`src/rtl/tcsf_pkg.sv`:
```
// Shared types and constants of the text cat stream filter.
// Used by the front, back and top level; depends on nothing.
package tcsf_pkg;

  localparam int unsigned MAX_RESULTS = 9;
  localparam int unsigned CNT_W       = 4;
  localparam int unsigned QUEUE_DEPTH = 4;

  localparam logic [2:0] REG_NUMBER_ALL       = 3'd0;
  localparam logic [2:0] REG_NUMBER_NONBLANK  = 3'd1;
  localparam logic [2:0] REG_SQUEEZE_BLANK    = 3'd2;
  localparam logic [2:0] REG_SHOW_ENDS        = 3'd3;
  localparam logic [2:0] REG_SHOW_TABS        = 3'd4;
  localparam logic [2:0] REG_SHOW_NONPRINTING = 3'd5;

  localparam logic [7:0] CH_TAB    = 8'd9;
  localparam logic [7:0] CH_NL     = 8'd10;
  localparam logic [7:0] CH_SPACE  = 8'd32;
  localparam logic [7:0] CH_DOLLAR = 8'd36;
  localparam logic [7:0] CH_ZERO   = 8'd48;
  localparam logic [7:0] CH_QUEST  = 8'd63;
  localparam logic [7:0] CH_UPPER_I = 8'd73;
  localparam logic [7:0] CH_CARET  = 8'd94;
  localparam logic [7:0] CH_DEL    = 8'd127;
  localparam logic [7:0] CARET_OFFSET = 8'd64;

  typedef struct packed {
    logic number_all;
    logic number_nonblank;
    logic squeeze_blank;
    logic show_ends;
    logic show_tabs;
    logic show_nonprinting;
  } cfg_t;

  typedef struct packed {
    logic             has_num;
    logic [7:0]       body0;
    logic [7:0]       body1;
    logic [CNT_W-1:0] last_idx;
  } entry_t;

endpackage

```
`src/rtl/tcsf_queue.sv`:
```
// Small request queue between the front and the back.
// Generic register FIFO; no package dependencies.
module tcsf_queue #(
  parameter int unsigned WIDTH = 8,
  parameter int unsigned DEPTH = 4
) (
  input  logic             clk,
  input  logic             rst,
  input  logic             push,
  input  logic [WIDTH-1:0] wdata,
  output logic             full,
  input  logic             pop,
  output logic             nonempty,
  output logic [WIDTH-1:0] rdata
);

  localparam int unsigned PW = (DEPTH > 1) ? $clog2(DEPTH) : 1;
  localparam int unsigned CW = $clog2(DEPTH + 1);

  logic [WIDTH-1:0] mem [DEPTH];
  logic [PW-1:0]    wptr;
  logic [PW-1:0]    rptr;
  logic [CW-1:0]    count;

  assign full     = (count == CW'(DEPTH));
  assign nonempty = (count != '0);
  assign rdata    = mem[rptr];

  always_ff @(posedge clk) begin
    if (rst) begin
      wptr  <= '0;
      rptr  <= '0;
      count <= '0;
    end else begin
      if (push) begin
        wptr <= (wptr == PW'(DEPTH - 1)) ? '0 : wptr + 1'b1;
      end
      if (pop) begin
        rptr <= (rptr == PW'(DEPTH - 1)) ? '0 : rptr + 1'b1;
      end
      if (push && !pop) begin
        count <= count + 1'b1;
      end else if (pop && !push) begin
        count <= count - 1'b1;
      end
    end
  end

  always_ff @(posedge clk) begin
    if (push) begin
      mem[wptr] <= wdata;
    end
  end

endmodule

```
`src/rtl/tcsf_front.sv`:
```
// Front end: accepts input bytes, tracks line state and the BCD line counter,
// and builds one output request per unsqueezed byte. Depends on tcsf_pkg.
module tcsf_front #(
  parameter int unsigned NUMBER_DIGITS = 6
) (
  input  logic                            clk,
  input  logic                            rst,
  input  tcsf_pkg::cfg_t                  cfg,
  input  logic                            in_valid,
  input  logic [7:0]                      in_byte,
  output logic                            in_stall,
  input  logic                            full,
  output logic                            push,
  output tcsf_pkg::entry_t                entry,
  output logic [NUMBER_DIGITS-1:0][7:0]   num_chars
);
  import tcsf_pkg::*;

  localparam int unsigned SUM_W = CNT_W + 1;

  logic [1:0]                    newline_run;
  logic [1:0]                    newline_run_next;
  logic                          prev_nl;
  logic                          at_stream_start;
  logic [NUMBER_DIGITS-1:0][3:0] line_count_bcd;
  logic [NUMBER_DIGITS-1:0][3:0] line_count_bcd_next;

  logic       accept;
  logic       is_nl;
  logic       line_start;
  logic       drop;
  logic       num;
  logic [1:0] prior;
  logic       two;
  logic [SUM_W-1:0] total;

  assign accept     = in_valid && !full;
  assign in_stall   = full;
  assign is_nl      = (in_byte == CH_NL);
  assign line_start = at_stream_start || prev_nl;
  assign prior      = at_stream_start ? 2'd1 : newline_run;

  always_comb begin
    if (is_nl) begin
      newline_run_next = (prior == 2'd3) ? 2'd3 : prior + 2'd1;
    end else begin
      newline_run_next = 2'd0;
    end
  end

  assign drop = cfg.squeeze_blank && is_nl && (newline_run_next == 2'd3);
  assign num  = line_start &&
                (cfg.number_nonblank ? !is_nl : cfg.number_all);
  assign push = accept && !drop;

  always_comb begin
    entry.body0 = in_byte;
    entry.body1 = in_byte;
    two         = 1'b0;
    if (is_nl) begin
      if (cfg.show_ends) begin
        entry.body0 = CH_DOLLAR;
        two         = 1'b1;
      end
    end else if (in_byte == CH_TAB && cfg.show_tabs) begin
      entry.body0 = CH_CARET;
      entry.body1 = CH_UPPER_I;
      two         = 1'b1;
    end else if (cfg.show_nonprinting && in_byte < CH_SPACE && in_byte != CH_TAB) begin
      entry.body0 = CH_CARET;
      entry.body1 = in_byte + CARET_OFFSET;
      two         = 1'b1;
    end else if (cfg.show_nonprinting && in_byte == CH_DEL) begin
      entry.body0 = CH_CARET;
      entry.body1 = CH_QUEST;
      two         = 1'b1;
    end
    entry.has_num = num;
    total = (num ? SUM_W'(NUMBER_DIGITS + 1) : SUM_W'(0)) + (two ? SUM_W'(2) : SUM_W'(1));
    if (total > SUM_W'(MAX_RESULTS)) begin
      entry.last_idx = CNT_W'(MAX_RESULTS - 1);
    end else begin
      entry.last_idx = CNT_W'(total - SUM_W'(1));
    end
  end

  always_comb begin
    logic       nz;
    logic [3:0] d;
    nz = 1'b0;
    for (int i = NUMBER_DIGITS - 1; i >= 0; i--) begin
      d = (line_count_bcd[i] > 4'd9) ? 4'd9 : line_count_bcd[i];
      nz = nz || (d != 4'd0) || (i == 0);
      num_chars[NUMBER_DIGITS - 1 - i] = nz ? (CH_ZERO + {4'd0, d}) : CH_SPACE;
    end
  end

  always_comb begin
    logic carry;
    logic all9;
    carry = 1'b1;
    all9  = 1'b1;
    line_count_bcd_next = line_count_bcd;
    for (int i = 0; i < NUMBER_DIGITS; i++) begin
      all9 = all9 && (line_count_bcd[i] == 4'd9);
      if (carry) begin
        if (line_count_bcd[i] == 4'd9) begin
          line_count_bcd_next[i] = 4'd0;
        end else begin
          line_count_bcd_next[i] = line_count_bcd[i] + 4'd1;
          carry = 1'b0;
        end
      end
    end
    if (all9) begin
      line_count_bcd_next = line_count_bcd;
    end
  end

  always_ff @(posedge clk) begin
    if (rst) begin
      newline_run     <= 2'd0;
      prev_nl         <= 1'b0;
      at_stream_start <= 1'b1;
      line_count_bcd  <= {{(4 * NUMBER_DIGITS - 1){1'b0}}, 1'b1};
    end else if (accept) begin
      newline_run     <= newline_run_next;
      prev_nl         <= is_nl;
      at_stream_start <= 1'b0;
      if (num && !drop) begin
        line_count_bcd <= line_count_bcd_next;
      end
    end
  end

endmodule

```
`src/rtl/tcsf_back.sv`:
```
// Back end: walks the head request one output byte per cycle, while the output
// does not stall, into a registered output stage. Depends on tcsf_pkg.
module tcsf_back #(
  parameter int unsigned NUMBER_DIGITS = 6
) (
  input  logic                          clk,
  input  logic                          rst,
  input  logic                          head_valid,
  input  tcsf_pkg::entry_t              head,
  input  logic [NUMBER_DIGITS-1:0][7:0] head_chars,
  output logic                          pop,
  output logic                          out_valid,
  input  logic                          out_stall,
  output logic [7:0]                    out_byte,
  output logic                          last_of_run
);
  import tcsf_pkg::*;

  localparam int unsigned KW = (CNT_W > $clog2(NUMBER_DIGITS + 2)) ?
                               CNT_W : $clog2(NUMBER_DIGITS + 2);
  localparam int unsigned DW = (NUMBER_DIGITS > 1) ? $clog2(NUMBER_DIGITS) : 1;

  logic [CNT_W-1:0] k;
  logic             advance;
  logic             is_last;
  logic [7:0]       sel_byte;
  logic [KW-1:0]    kx;
  logic [KW-1:0]    body_pos;

  assign advance = !out_valid || !out_stall;
  assign is_last = (k == head.last_idx);
  assign pop     = advance && head_valid && is_last;
  assign kx      = KW'(k);

  always_comb begin
    body_pos = head.has_num ? (kx - KW'(NUMBER_DIGITS + 1)) : kx;
    if (head.has_num && kx < KW'(NUMBER_DIGITS)) begin
      sel_byte = head_chars[DW'(kx)];
    end else if (head.has_num && kx == KW'(NUMBER_DIGITS)) begin
      sel_byte = CH_TAB;
    end else if (body_pos == '0) begin
      sel_byte = head.body0;
    end else begin
      sel_byte = head.body1;
    end
  end

  always_ff @(posedge clk) begin
    if (rst) begin
      k         <= '0;
      out_valid <= 1'b0;
    end else if (advance) begin
      out_valid <= head_valid;
      if (head_valid) begin
        k <= is_last ? '0 : k + 1'b1;
      end
    end
  end

  always_ff @(posedge clk) begin
    if (advance && head_valid) begin
      out_byte    <= sel_byte;
      last_of_run <= is_last;
    end
  end

endmodule

```
`src/rtl/text_cat_stream_filter.sv`:
```
// Top level of the text cat stream filter: register port, front, queue, back.
// Depends on tcsf_pkg, tcsf_front, tcsf_queue and tcsf_back.
//
//   channel  direction  handshake             payload
//   in       input      in_valid / in_stall   in_byte
//   out      output     out_valid / out_stall out_byte, last_of_run
//   cfg      input      APB psel/penable      paddr, pwdata, prdata
//
// One input byte is taken per cycle while the four-entry request queue has room.
// The back emits one output byte per cycle while out_stall is low; one input
// byte expands into at most nine output bytes, so the output stage throughput
// sets the sustained rate. Reset is synchronous and needs no sweep.
// A stall on the output fills the queue, then raises in_stall.
module text_cat_stream_filter #(
  parameter int unsigned NUMBER_DIGITS = 6
) (
  input  logic        clk,
  input  logic        rst,
  input  logic        psel,
  input  logic        penable,
  input  logic        pwrite,
  input  logic [4:0]  paddr,
  input  logic [31:0] pwdata,
  output logic [31:0] prdata,
  output logic        pready,
  input  logic        in_valid,
  output logic        in_stall,
  input  logic [7:0]  in_byte,
  output logic        out_valid,
  input  logic        out_stall,
  output logic [7:0]  out_byte,
  output logic        last_of_run
);
  import tcsf_pkg::*;

  localparam int unsigned QW = $bits(entry_t) + 8 * NUMBER_DIGITS;

  cfg_t   cfg;
  logic   full;
  logic   push;
  logic   pop;
  logic   head_valid;
  entry_t entry;
  entry_t head;
  logic [NUMBER_DIGITS-1:0][7:0] num_chars;
  logic [NUMBER_DIGITS-1:0][7:0] head_chars;
  logic [QW-1:0] qdata;
  logic [2:0]    reg_idx;
  logic          cfg_write;

  assign pready    = 1'b1;
  assign reg_idx   = paddr[4:2];
  assign cfg_write = psel && penable && pwrite;

  always_ff @(posedge clk) begin
    if (rst) begin
      cfg <= '0;
    end else if (cfg_write) begin
      unique case (reg_idx)
        REG_NUMBER_ALL:       cfg.number_all       <= pwdata[0];
        REG_NUMBER_NONBLANK:  cfg.number_nonblank  <= pwdata[0];
        REG_SQUEEZE_BLANK:    cfg.squeeze_blank    <= pwdata[0];
        REG_SHOW_ENDS:        cfg.show_ends        <= pwdata[0];
        REG_SHOW_TABS:        cfg.show_tabs        <= pwdata[0];
        REG_SHOW_NONPRINTING: cfg.show_nonprinting <= pwdata[0];
        default: ;
      endcase
    end
  end

  always_comb begin
    prdata = '0;
    unique case (reg_idx)
      REG_NUMBER_ALL:       prdata[0] = cfg.number_all;
      REG_NUMBER_NONBLANK:  prdata[0] = cfg.number_nonblank;
      REG_SQUEEZE_BLANK:    prdata[0] = cfg.squeeze_blank;
      REG_SHOW_ENDS:        prdata[0] = cfg.show_ends;
      REG_SHOW_TABS:        prdata[0] = cfg.show_tabs;
      REG_SHOW_NONPRINTING: prdata[0] = cfg.show_nonprinting;
      default:              prdata[0] = 1'b0;
    endcase
  end

  tcsf_front #(
    .NUMBER_DIGITS(NUMBER_DIGITS)
  ) u_front (
    .clk       (clk),
    .rst       (rst),
    .cfg       (cfg),
    .in_valid  (in_valid),
    .in_byte   (in_byte),
    .in_stall  (in_stall),
    .full      (full),
    .push      (push),
    .entry     (entry),
    .num_chars (num_chars)
  );

  tcsf_queue #(
    .WIDTH(QW),
    .DEPTH(QUEUE_DEPTH)
  ) u_queue (
    .clk      (clk),
    .rst      (rst),
    .push     (push),
    .wdata    ({entry, num_chars}),
    .full     (full),
    .pop      (pop),
    .nonempty (head_valid),
    .rdata    (qdata)
  );

  assign head       = qdata[QW-1 -: $bits(entry_t)];
  assign head_chars = qdata[8*NUMBER_DIGITS-1:0];

  tcsf_back #(
    .NUMBER_DIGITS(NUMBER_DIGITS)
  ) u_back (
    .clk         (clk),
    .rst         (rst),
    .head_valid  (head_valid),
    .head        (head),
    .head_chars  (head_chars),
    .pop         (pop),
    .out_valid   (out_valid),
    .out_stall   (out_stall),
    .out_byte    (out_byte),
    .last_of_run (last_of_run)
  );

endmodule

```
`config.mk`:
```
export PLATFORM = sky130hd
export DESIGN_NAME = text_cat_stream_filter
export DESIGN_NICKNAME = d
export VERILOG_FILES = /design/src/rtl/tcsf_pkg.sv /design/src/rtl/tcsf_queue.sv /design/src/rtl/tcsf_front.sv /design/src/rtl/tcsf_back.sv /design/src/rtl/text_cat_stream_filter.sv
export SDC_FILE = /design/constraint.sdc
export NUM_CORES = 1
export LEC_CHECK = 0
export BUFFER_PORTS_ARGS = -buffer_cell sky130_fd_sc_hd__buf_2
export CAP_MARGIN = 40
export CORE_AREA = 2 2 165 167
export DETAILED_ROUTE_END_ITERATION = 8
export DIE_AREA = 0 0 167 169
export PLACE_DENSITY = 0.73
export SKIP_CTS_REPAIR_TIMING = 1
export SYNTH_ARGS = -nofsm -noshare
export SYNTH_HDL_FRONTEND = slang
export SYNTH_HIERARCHICAL = 1
export SYNTH_SLANG_ARGS = --single-unit
export TNS_END_PERCENT = 50
```
`constraint.sdc`:
```
create_clock -name clk -period 3.6 [get_ports clk]
set_clock_uncertainty 0.15 [all_clocks]
set_input_delay 0 -clock clk [delete_from_list [all_inputs] [get_ports clk]]
set_output_delay 0 -clock clk [all_outputs]
set_load 0.005 [all_outputs]
```
# Word-level counts from Yosys, hierarchy flattened
# Memory sizes are Yosys's and may differ from the RTL's. A register that Yosys moved wholly into a read port is not among the register bits.
# Cells that the tools add are included.
[totals]
inputBits = 52
ram_bits = 272
ff_bits = 55
mem_count = 1
output_inout_bits = 44
[memory_table]
columns = ["memory", "words", "word_bits", "read_ports", "rd_clocked_by_memory_dff", "wr", "line_no", "text"]
rows = [
  ["u_queue.mem", 4, 68, 1, 1, 1, "tcsf_queue.sv:20", "logic [WIDTH-1:0] mem [DEPTH];"],
]
[op_classes]
bitwise = 1
n_reduce_logical = 58
n_eq_ne = 22
mux = 60
magnitude_cmp = 10
add_sub_neg = 22
[op_table]
columns = ["op", "count"]
rows = [
  ["8-bit two-way mux", 12],
  ["4-bit two-way mux", 15],
  ["16-bit two-way mux", 3],
  ["6-bit by 4-bit adder with 7-bit output, first input constant", 6],
  ["4-bit by 1-bit adder with 4-bit output, second input constant", 7],
  ["8-bit binary-select mux with 3-bit select", 1],
  ["4-bit equality test, second input constant", 6],
  ["4-bit > comparator, second input constant", 6],
  ["1-bit logical AND", 23],
  ["4-bit AND reduction", 5],
  ["4-bit nonzero test", 5],
  ["1-bit two-way mux", 17],
  ["8-bit by 4-bit equality test with 1-bit output, second input constant", 2],
  ["2-bit two-way mux", 8],
  ["2-bit AND reduction", 7],
  ["3-bit equality test, second input constant", 3],
  ["3-bit two-way mux", 3],
  ["8-bit by 7-bit adder with 8-bit output, second input constant", 1],
  ["2-bit equality test, second input constant", 4],
  ["8-bit by 7-bit equality test with 1-bit output, second input constant", 1],
  ["8-bit by 6-bit < comparator with 1-bit output, second input constant", 1],
  ["8-bit by 4-bit inequality test with 1-bit output, second input constant", 1],
  ["1-bit zero test", 7],
  ["2-bit by 1-bit adder with 2-bit output, second input constant", 3],
  ["20 further kinds", 26],
]

# Logic depth before layout (Yosys ltp)
# Gate-level depths: netlist of run 1.
[logic_depth]
ltp_word = 12
ltp_mapped = 14
mapped_depth_nobuf = 11

# By module
# Netlist of run 1, hierarchy kept.
[modules_own_cells]
columns = ["module", "area_per_inst_um2", "seq_area_each_um2", "n_inst", "cells_each"]
rows = [
  ["tcsf_queue", 10408.7, 8468.1, 1, 405],
  ["tcsf_front", 2198.4, 560.5, 1, 295],
  ["tcsf_back", 1188.6, 370.4, 1, 122],
  ["text_cat_stream_filter", 594.3, 120.1, 1, 68],
]

# Least setup slack after synthesis of run 1
# OpenSTA, ideal clock, no wires.
[synth_path]
path_kind = "register to register"
startpoint = "register u_queue.count[0]"
endpoint = "memory u_queue/mem[0][0] (netlist name), enable pin"
setup_slack_ns = 0.300
stages_incl_launch_ff = 5
t_arrival_ns = 2.715
required_ns = 3.016
n_path_buf = 0
setup_time_ns = 0.434
cell_sequence = "dfxtp_1 > nor3b_1 > nand2b_1 > a21oi_1 > and2_1"
[synth_via]
elab_chain_len = 6
[synth_rtl]
columns = ["item", "line_no", "text"]
rows = [
  ["start: declaration", "tcsf_queue.sv:23", "logic [CW-1:0] count;"],
  ["start signal: assignment", "tcsf_queue.sv:42", "count <= count + 1'b1;"],
  ["start signal: assignment", "tcsf_queue.sv:44", "count <= count - 1'b1;"],
  ["3-bit equality test", "tcsf_queue.sv:25", "assign full = (count == CW'(DEPTH));"],
  ["net full", "text_cat_stream_filter.sv:39", "logic full;"],
  ["1-bit zero test", "tcsf_front.sv:37", "assign accept = in_valid && !full;"],
  ["1-bit logical AND", "tcsf_front.sv:37", ""],
  ["1-bit logical AND", "tcsf_front.sv:54", "assign push = accept && !drop;"],
  ["net push", "text_cat_stream_filter.sv:40", "logic push;"],
  ["1-bit two-way mux", "tcsf_queue.sv:50", "if (push) begin"],
  ["1-bit two-way mux (implied by the code)", "tcsf_queue.sv:51", "mem[wptr] <= wdata;"],
  ["end: declaration", "tcsf_queue.sv:20", ""],
]
# The timed path passes the listed nets, and every way through them passes these cells.

==> results.json, run 1 <==
{
  "num-fill-cells": 1925,
  "grt_setup_unrepaired": "no",
  "diodes": 0,
  "period_needed_ns": 3.18,
  "ys_ff_latch": 333,
  "combPwrFrac_pct": 18.0,
  "dieArea_um2": 28200,
  "yosysSeqAreaShare_pct": 66.2,
  "arrival_ns": 3.47,
  "dp_cells": 1232,
  "drt_iter0_markers": 454,
  "swShare_pct": 25.1,
  "antenna_found_initial": 0,
  "maxSlewViolCount": 0,
  "gr-usage-all-layers_pct": 18.8,
  "cts_buffers": 34,
  "ant_nets": 0,
  "die_w_um": 167,
  "fin_setup_tns_ns": 0,
  "coreArea_um2": 26500,
  "syn-cell-area_um2": 14400,
  "hold_path.class": "in2reg",
  "dp.final_hpwl_mm": 16.4,
  "vdd_drop_max_uv": 520,
  "p_total_w": 0.00992,
  "multiInputGateArea_um2": 4270,
  "cts_root_buf": "clkbuf_16",
  "grt_pass1_wl_mm": 41.3,
  "crit_path_max_fanout": 10,
  "p_per_area_nw_per_um2": 619,
  "cts_max_level": 2,
  "async_reset_ff_share_pct": 0,
  "clkTransAtPathRegs_ns": 0.06,
  "fmax_mhz": 314,
  "drive_gt1_share_pct": 20.6,
  "nNetsFinal": 1015,
  "sequentialPowerShare_pct": 48.5,
  "status": "finished clean",
  "setup_viol": 0,
  "critPathRequiredTime_ns": 3.89,
  "cts_num_sinks": 333,
  "io_pins": 96,
  "min_period_over_period_pct": 88.4,
  "gp_congestion": 0.791,
  "grt_pass1_vias": 7550,
  "synth_cell_type_count": 67,
  "reg2reg_setup_slack_ns": 0.42,
  "slew_headroom_pct": 47.6,
  "maxCapViolations": 0,
  "seq_area_um2": 9530,
  "grt_start_max_net_pins": 50,
  "clk_latency_ns": 0.51,
  "overflow": 0,
  "p_leak_nw": 5.48,
  "synth-main-ff-cell": "edfxtp_1",
  "io_buffers": 30,
  "fp.dieH_um": 169,
  "synth_area_per_cell_um2": 16.2,
  "drtPass1Iterations": 5,
  "endpoint_kind": "flop",
  "area.growth.synth_to_final_pct": 11.3,
  "cts_tree": "done",
  "worst_slew_pin_slew_ns": 0.785,
  "wl_mm": 26.3,
  "ys_warn_count": 6,
  "internal-power_w": 0.00742,
  "switchingPower_w": 0.00249,
  "initial_utilization_pct": 54.3,
  "synth_cells": 890,
  "clkPwrFrac_pct": 33.5,
  "crit_type": "reg2reg",
  "vias_per_cell": 5.77,
  "hold_viol_final": 0,
  "cp-start-kind": "flop",
  "fp-row-count": 60,
  "synth-edff-count": 285,
  "drcViolationCount": 0,
  "fin_cells": 1316,
  "dr_total_vias": 7593,
  "clockBufferDepth": 3,
  "wire_per_inst_um": 20.0
}
[synth_stat cells, types with 12 or more instances]
cell type / instances / share of area (%)
nand2b_1: 13 / 0.57
nor2_1: 40 / 1.0
nand2_1: 29 / 0.76
buf_4: 61 / 3.2
edfxtp_1: 285 / 59
mux4_2: 71 / 11
ha_1: 12 / 1.0
dfxtp_1: 48 / 6.7
o21ai_0: 16 / 0.56
mux2i_1: 31 / 2.2
clkbuf_1: 30 / 0.78
inv_1: 26 / 0.68
a21oi_1: 24 / 0.83
nor2b_1: 14 / 0.61
[metrics by stage]
stage / instance area, um^2 / hold WS (ns) / setup WS (ns) / util (%)
2_1_floorplan: 14600 / -0.0809 / 0.300 / -
3_3_place_gp: 14700 / 0.0955 / 0.471 / 55.6
3_5_place_dp: 14700 / 0.117 / 0.454 / 55.6
4_1_cts: 15800 / -0.412 / 0.435 / 59.6
5_1_grt: 16000 / 0.169 / 0.213 / 60.4
6_report: 16000 / 0.152 / 0.418 / 60.4
[power by group through the flow]
stage	logic [W]	registers (W)	clock network (W)
6_report	0.00179	0.00481	0.00332
3_5_place_dp	0.00179	0.00489	0
3_3_place_gp	0.00175	0.00488	0
5_1_grt	0.00194	0.00484	0.00354
2_1_floorplan	0.00130	0.00485	0
4_1_cts	0.00180	0.00481	0.00338
[metal layers]
layer / track usage [%] / share of wire (%) / vias to the layer above
li1: - / - / 3491
met1: 25.7 / 43 / 3867
met2: 31.9 / 51 / 200
met3: 2.36 / 4.6 / 35
met4: 6.15 / 1.9 / 0
met5: 0 / 0 / -
[final timing paths]
check	startpoint	to	cells past startpoint
setup / recovery	flop	u_queue/count[2]$_SDFFE_PP0P_	11
hold / removal	out_stall	u_back/out_valid$_SDFFE_PP0N_	4
setup reg to reg	flop	u_queue/count[2]$_SDFFE_PP0P_	11
hold reg to reg	u_front/prev_nl$_SDFFE_PP0P_	u_front/prev_nl$_SDFFE_PP0P_	2
[critical path: stages (launching register included)]
cell and delay [ns]:
dfxtp_4 0.47, mux4_2 0.53, xor2_1 0.16, nor4_2 0.42
and2_1 0.25, inv_1 0.12, ha_1 0.23, inv_1 0.07
fa_1 0.17, xor2_1 0.08, or3_1 0.31, a21oi_1 0.14
[logic make-up after synthesis]
group / after synthesis / share of synthesized area, %
DFF: 333 / 66.2
xor gates and xnor gates: 8 / 0.487
AOI/OAI and AO/OA: 108 / 5.16
muxes: 108 / 13.7
other: 4 / 0.104
and+or+nand+nor: 187 / 7.73
buffers and inverters: 129 / 5.44
adders and majority gates: 13 / 1.18
[state kept, by name, summed over array words and instances, names as in the netlist, named ones only]
register and count:
u_queue/wptr 2, cfg 6, u_queue/mem 276, u_back/k 4
u_front/line_count_bcd 24, u_back/out_byte 8, u_queue/rptr 2, u_front/at_stream_start 1
u_back/last_of_run 1, u_back/out_valid 1, u_queue/count 3, u_front/newline_run 2
u_front/prev_nl 1
[area by class of cell]
cell class,instances,area share (%)
clock buffer,50,5.88
timing repair buffer,80,4.03
inverter,26,0.609
multi-input combinational,475,26.7
clock inverter,11,0.641
tap,341,2.66
sequential,333,59.5
[layout by cell type, fill, tap and decap left out, types with 7 or more instances in the layout]
cell type / instances
a21oi_1: 24
buf_2: 30
buf_4: 22
clkbuf_1: 14
clkbuf_16: 35
conb_1: 51
dfxtp_1: 45
dlygate4sd3_1: 23
edfxtp_1: 285
ha_1: 12
inv_1: 26
mux2i_1: 31
mux4_2: 71
nand2_1: 29
nand2b_1: 13
nand3_1: 7
nand3b_1: 10
nand4_1: 8
nor2_1: 40
nor2b_1: 14
o21a_1: 10
o21ai_0: 16
o22ai_1: 8
o31ai_1: 9
Power figures use the tool's default switching activity.
==> run 2, diff against run 1 <==
CORE_AREA = 2 2 193 195   (was 2 2 165 167)
CTS_CLUSTER_DIAMETER = 60   (was not set)
DIE_AREA = 0 0 195 197   (was 0 0 167 169)
PLACE_DENSITY = not set   (was 0.73)
==> results.json, run 2 (synthesized netlist as in run 1, its figures left out) <==
{
  "status": "finished clean",
  "initial_utilization_pct": 39.7,
  "p_per_area_nw_per_um2": 622,
  "grt_start_max_net_pins": 70,
  "fin_setup_tns_ns": 0,
  "fp.dieH_um": 197,
  "setup_viol": 0,
  "grt_pass1_vias": 7418,
  "hold_viol_final": 0,
  "crit_type": "reg2reg",
  "crit_start": "u_front/line_count_bcd[20]$_SDFFE_PP0P_",
  "clockBufferDepth": 3,
  "period_needed_ns": 3.12,
  "dp.final_hpwl_mm": 16.6,
  "cp_slowest_stage_delay_ns": 0.58,
  "cts_tree": "done",
  "clkTransAtPathRegs_ns": 0.06,
  "reg2reg_from": "u_front/line_count_bcd[20]$_SDFFE_PP0P_",
  "coreArea_um2": 36300,
  "worst_slew_pin_slew_ns": 0.712,
  "endpoint_kind": "flop",
  "grt_setup_unrepaired": "no",
  "cts_root_buf": "clkbuf_16",
  "arrival_ns": 3.21,
  "slew_headroom_pct": 51.8,
  "min_path_cells": 2,
  "cts_buffers": 36,
  "dp_cells": 1361,
  "crit_path_max_fanout": 7,
  "io_buffers": 30,
  "cts_max_level": 2,
  "drt_iter0_markers": 453,
  "grt_pass1_wl_mm": 42.1,
  "min_period_over_period_pct": 86.7,
  "wl_mm": 27.6,
  "area.growth.synth_to_final_pct": 13.4,
  "cp_num_buf_inv": 0,
  "seq_area_um2": 9530,
  "overflow": 0,
  "multiInputGateArea_um2": 4270,
  "top_register": "u_queue/mem",
  "reg2reg_depth": 5,
  "dr_total_vias": 7552,
  "drive_gt1_share_pct": 21.9,
  "crit_chain": "or4_4 > nand2b_4 > or4_4 > or4_4 > or4_4",
  "ant_nets": 0,
  "mostFrequentLayoutCell": "edfxtp_1",
  "p_leak_nw": 5.56,
  "cp_slowest_cell": "or4_4",
  "reg2reg_setup_slack_ns": 0.48,
  "nNetsFinal": 1020,
  "vias_per_cell": 5.21,
  "cp-start-kind": "flop",
  "fp-row-count": 70,
  "gp_congestion": 0.731,
  "reg.largest.list": "u_queue/mem (276), u_front/line_count_bcd (24), u_back/out_byte (8)",
  "io_pins": 96,
  "num-fill-cells": 3172,
  "hold_path.class": "in2reg",
  "hold_start": "in_byte[4]",
  "gr-usage-all-layers_pct": 14.1,
  "drcViolationCount": 0,
  "maxCapViolations": 0,
  "clk_latency_ns": 0.51,
  "critical-path-top-cell-by-count": "or4_4",
  "antenna_found_initial": 0,
  "path_depth": 5,
  "final_cell_mix": "edfxtp_1 (285), mux4_2 (71), conb_1 (51)",
  "vdd_drop_max_uv": 386,
  "dieArea_um2": 38400,
  "critPathTopFamily": "simple AND/OR/NAND/NOR gates",
  "fin_cells": 1449,
  "wire_per_inst_um": 19.0,
  "drtPass1Iterations": 5,
  "fmax_mhz": 321,
  "die_w_um": 195,
  "maxSlewViolCount": 0,
  "critPathRequiredTime_ns": 3.69,
  "largest_reg_flops": 276,
  "cts_num_sinks": 333,
  "diodes": 0
}
## run 2: layer usage
| layer | up-vias | track usage, % | routed length [um] |
|---|---|---|---|
| li1 | 3505 | - | - |
| met1 | 3834 | 19.0 | 12100 |
| met2 | 170 | 23.8 | 13700 |
| met3 | 43 | 2.04 | 1120 |
| met4 | 0 | 4.58 | 635 |
| met5 | - | 0 | 0 |
## run 2: path summary, 6_finish.rpt
kind	end
setup / recovery	u_queue/mem[3][36]$_DFFE_PP_
hold / removal	u_queue/mem[3][56]$_DFFE_PP_
setup reg to reg	u_queue/mem[3][36]$_DFFE_PP_
hold reg to reg	u_front/prev_nl$_SDFFE_PP0P_
## run 2: worst register-to-register path, stage by stage (launching register included)
cell and delay, ns:
dfxtp_1 0.36, or4_4 0.58, nand2b_4 0.18, or4_4 0.53, or4_4 0.54, or4_4 0.52
## run 2: per-stage QoR
step / hold WS, ns / total power (W) / util (%) / setup WS (ns) / area, um^2
2_1_floorplan: -0.0809 / 0.00615 / - / 0.300 / 14600
3_3_place_gp: 0.0976 / 0.00667 / 41.1 / 0.533 / 14900
3_5_place_dp: 0.104 / 0.00671 / 41.1 / 0.496 / 14900
4_1_cts: -0.431 / 0.0103 / 44.3 / 0.492 / 16100
5_1_grt: 0.173 / 0.0106 / 45.0 / 0.336 / 16300
6_report: 0.141 / 0.0102 / 45.0 / 0.480 / 16300
## run 2: report_power, final
group	switching, W	internal [W]	total, W
clock	0.00141	0.00213	0.00354
combinational	0.000994	0.000803	0.00180
sequential	0.000155	0.00466	0.00482
total	0.00256	0.00760	0.0102
## run 2: layout make-up
| class | instances | area share [%] |
|---|---|---|
| Clock buffer | 49 | 6.25 |
| Clock inverter | 15 | 0.867 |
| Inverter | 26 | 0.598 |
| Multi-Input combinational cell | 475 | 26.2 |
| Sequential cell | 333 | 58.4 |
| Tap cell | 468 | 3.59 |
| Timing Repair Buffer | 83 | 4.11 |
==> run 3, diff against run 2 <==
BUFFER_PORTS_ARGS = not set   (was -buffer_cell sky130_fd_sc_hd__buf_2)
DONT_BUFFER_PORTS = 1   (was not set)
==> results.json, run 3 (synthesized netlist as in run 1, its figures left out) <==
{
  "wl_mm": 27.1,
  "combPwrFrac_pct": 17.4,
  "diodes": 0,
  "coreArea_um2": 36300,
  "overflow": 0,
  "cts_max_level": 2,
  "min_path_cells": 4,
  "vias_per_cell": 5.26,
  "hold_ws_ns": -0.0282,
  "clockBufferDepth": 3,
  "p_per_area_nw_per_um2": 612,
  "num-fill-cells": 3233,
  "crit_chain": "mux4_2 > xor2_1 > nor4_2 > and2_1 > inv_1 > ha_1 > inv_1 > fa_1 > xor2_1 > or3_1 > a21oi_1",
  "switchingPower_w": 0.00250,
  "endpoint_kind": "flop",
  "crit_type": "reg2reg",
  "io_pins": 96,
  "grt_pass1_vias": 7218,
  "fin_setup_tns_ns": 0,
  "swShare_pct": 25.4,
  "min_period_over_period_pct": 88.5,
  "maxSlewViolCount": 0,
  "grt_use_met3_pct": 1.98,
  "period_needed_ns": 3.18,
  "die_w_um": 195,
  "hold_path.class": "in2reg",
  "drtPass1Iterations": 5,
  "cts_root_buf": "clkbuf_16",
  "drcViolationCount": 0,
  "antenna_found_initial": 0,
  "setup_viol": 0,
  "grt_setup_unrepaired": "no",
  "gr-usage-all-layers_pct": 14.0,
  "p_leak_nw": 5.39,
  "wire_per_inst_um": 19.2,
  "cp_num_buf_inv": 2,
  "clk_latency_ns": 0.50,
  "crit_path_max_fanout": 13,
  "fp.dieH_um": 197,
  "critPathRequiredTime_ns": 3.89,
  "fmax_mhz": 314,
  "grt_use_met1_pct": 19.5,
  "cts_buffers": 36,
  "failed_checks": "negative hold slack",
  "final_cell_mix": "edfxtp_1 (285), mux4_2 (71), conb_1 (51)",
  "cp-start-kind": "flop",
  "reg2reg_setup_slack_ns": 0.42,
  "dp.final_hpwl_mm": 16.4,
  "dr_total_vias": 7441,
  "internal-power_w": 0.00737,
  "maxCapViolations": 0,
  "ant_nets": 0,
  "top_register": "u_queue/mem",
  "mostFrequentLayoutCell": "edfxtp_1",
  "reg2reg_depth": 11,
  "clkTransAtPathRegs_ns": 0.06,
  "drt_iter0_markers": 493,
  "met2_usage_pct": 23.3,
  "area.growth.synth_to_final_pct": 12.1,
  "io_buffers": 0,
  "fp-row-count": 70,
  "grt_pass1_wl_mm": 41.6,
  "dieArea_um2": 38400,
  "status": "finished with violations",
  "critPathTopFamily": "simple AND/OR/NAND/NOR gates",
  "clkPwrFrac_pct": 33.6,
  "p_total_w": 0.00988,
  "cp_slowest_cell": "mux4_2",
  "gr-max-usage-layer": "met2",
  "final_util_pct": 44.5,
  "gp_congestion": 0.789,
  "arrival_ns": 3.47,
  "holdPathEnd": "u_queue/mem[3][58]$_DFFE_PP_",
  "cts_tree": "done",
  "largest_reg_flops": 276,
  "vdd_drop_max_uv": 328,
  "cp_slowest_stage_delay_ns": 0.55,
  "slew_headroom_pct": 46.3,
  "drive_gt1_share_pct": 18.1,
  "reg.largest.list": "u_queue/mem (276), u_front/line_count_bcd (24), u_back/out_byte (8)",
  "hold_viol_final": 8,
  "nNetsFinal": 987,
  "cts_num_sinks": 333,
  "initial_utilization_pct": 39.7,
  "sequentialPowerShare_pct": 49.0,
  "r2r_end": "u_queue/count[2]$_SDFFE_PP0P_",
  "hold_start": "in_byte[4]",
  "worst_slew_pin_slew_ns": 0.801,
  "grt_start_max_net_pins": 60
}
-- run 3: worst max path at each step --
| stage | from | to | slack [ns] | depth (start not counted) |
|---|---|---|---|---|
| floorplan | u_queue/count[0]$_SDFFE_PP0P_ | u_queue/mem[0][0]$_DFFE_PP_ | 0.30 | 4 |
| global placement | flop | u_queue/count[2]$_SDFFE_PP0P_ | 0.41 | 11 |
| detailed placement | flop | u_queue/count[2]$_SDFFE_PP0P_ | 0.37 | 11 |
| CTS | flop | u_queue/count[2]$_SDFFE_PP0P_ | 0.37 | 11 |
| global route | flop | u_queue/count[2]$_SDFFE_PP0P_ | 0.15 | 11 |
| finish | flop | u_queue/count[2]$_SDFFE_PP0P_ | 0.42 | 11 |
-- run 3: final cells by class --
class / count / area (um^2) / share of cell area [%]
Clock buffer: 51 / 1010 / 6.25
Tap cell: 468 / 586 / 3.63
Inverter: 26 / 97.6 / 0.605
Multi-Input combinational cell: 475 / 4270 / 26.5
Clock inverter: 12 / 56.3 / 0.349
Timing Repair Buffer: 50 / 586 / 3.63
Sequential cell: 333 / 9530 / 59.0
-- run 3: metal layers --
metal	wire (um)	vias to the layer above
li1	-	3436
met1	12400	3832
met2	13200	136
met3	1080	37
met4	427	0
met5	0	-
-- run 3: worst register-to-register path, cell delays in order (launching register included) --
cell     delay (ns)
dfxtp_4        0.52
mux4_2         0.56
xor2_1         0.17
nor4_2         0.38
and2_1         0.23
inv_1          0.13
ha_1           0.24
inv_1          0.08
fa_1           0.18
xor2_1         0.07
or3_1          0.31
a21oi_1        0.13
-- run 3: power groups by stage --
| stage | Combinational [W] | Sequential (W) | Clock (W) |
|---|---|---|---|
| 2_1_floorplan | 0.00130 | 0.00485 | 0 |
| 3_3_place_gp | 0.00170 | 0.00492 | 0 |
| 3_5_place_dp | 0.00171 | 0.00493 | 0 |
| 4_1_cts | 0.00172 | 0.00485 | 0.00342 |
| 5_1_grt | 0.00188 | 0.00488 | 0.00356 |
| 6_report | 0.00172 | 0.00484 | 0.00332 |
-- run 3: per-stage QoR --
step,cell area [um^2],std cells,setup slack (ns)
3_5_place_dp,14800,1325,0.371
2_1_floorplan,14600,937,0.300
3_3_place_gp,14800,1325,0.406
5_1_grt,16100,1415,0.154
4_1_cts,15800,1388,0.369
6_report,16100,1415,0.415
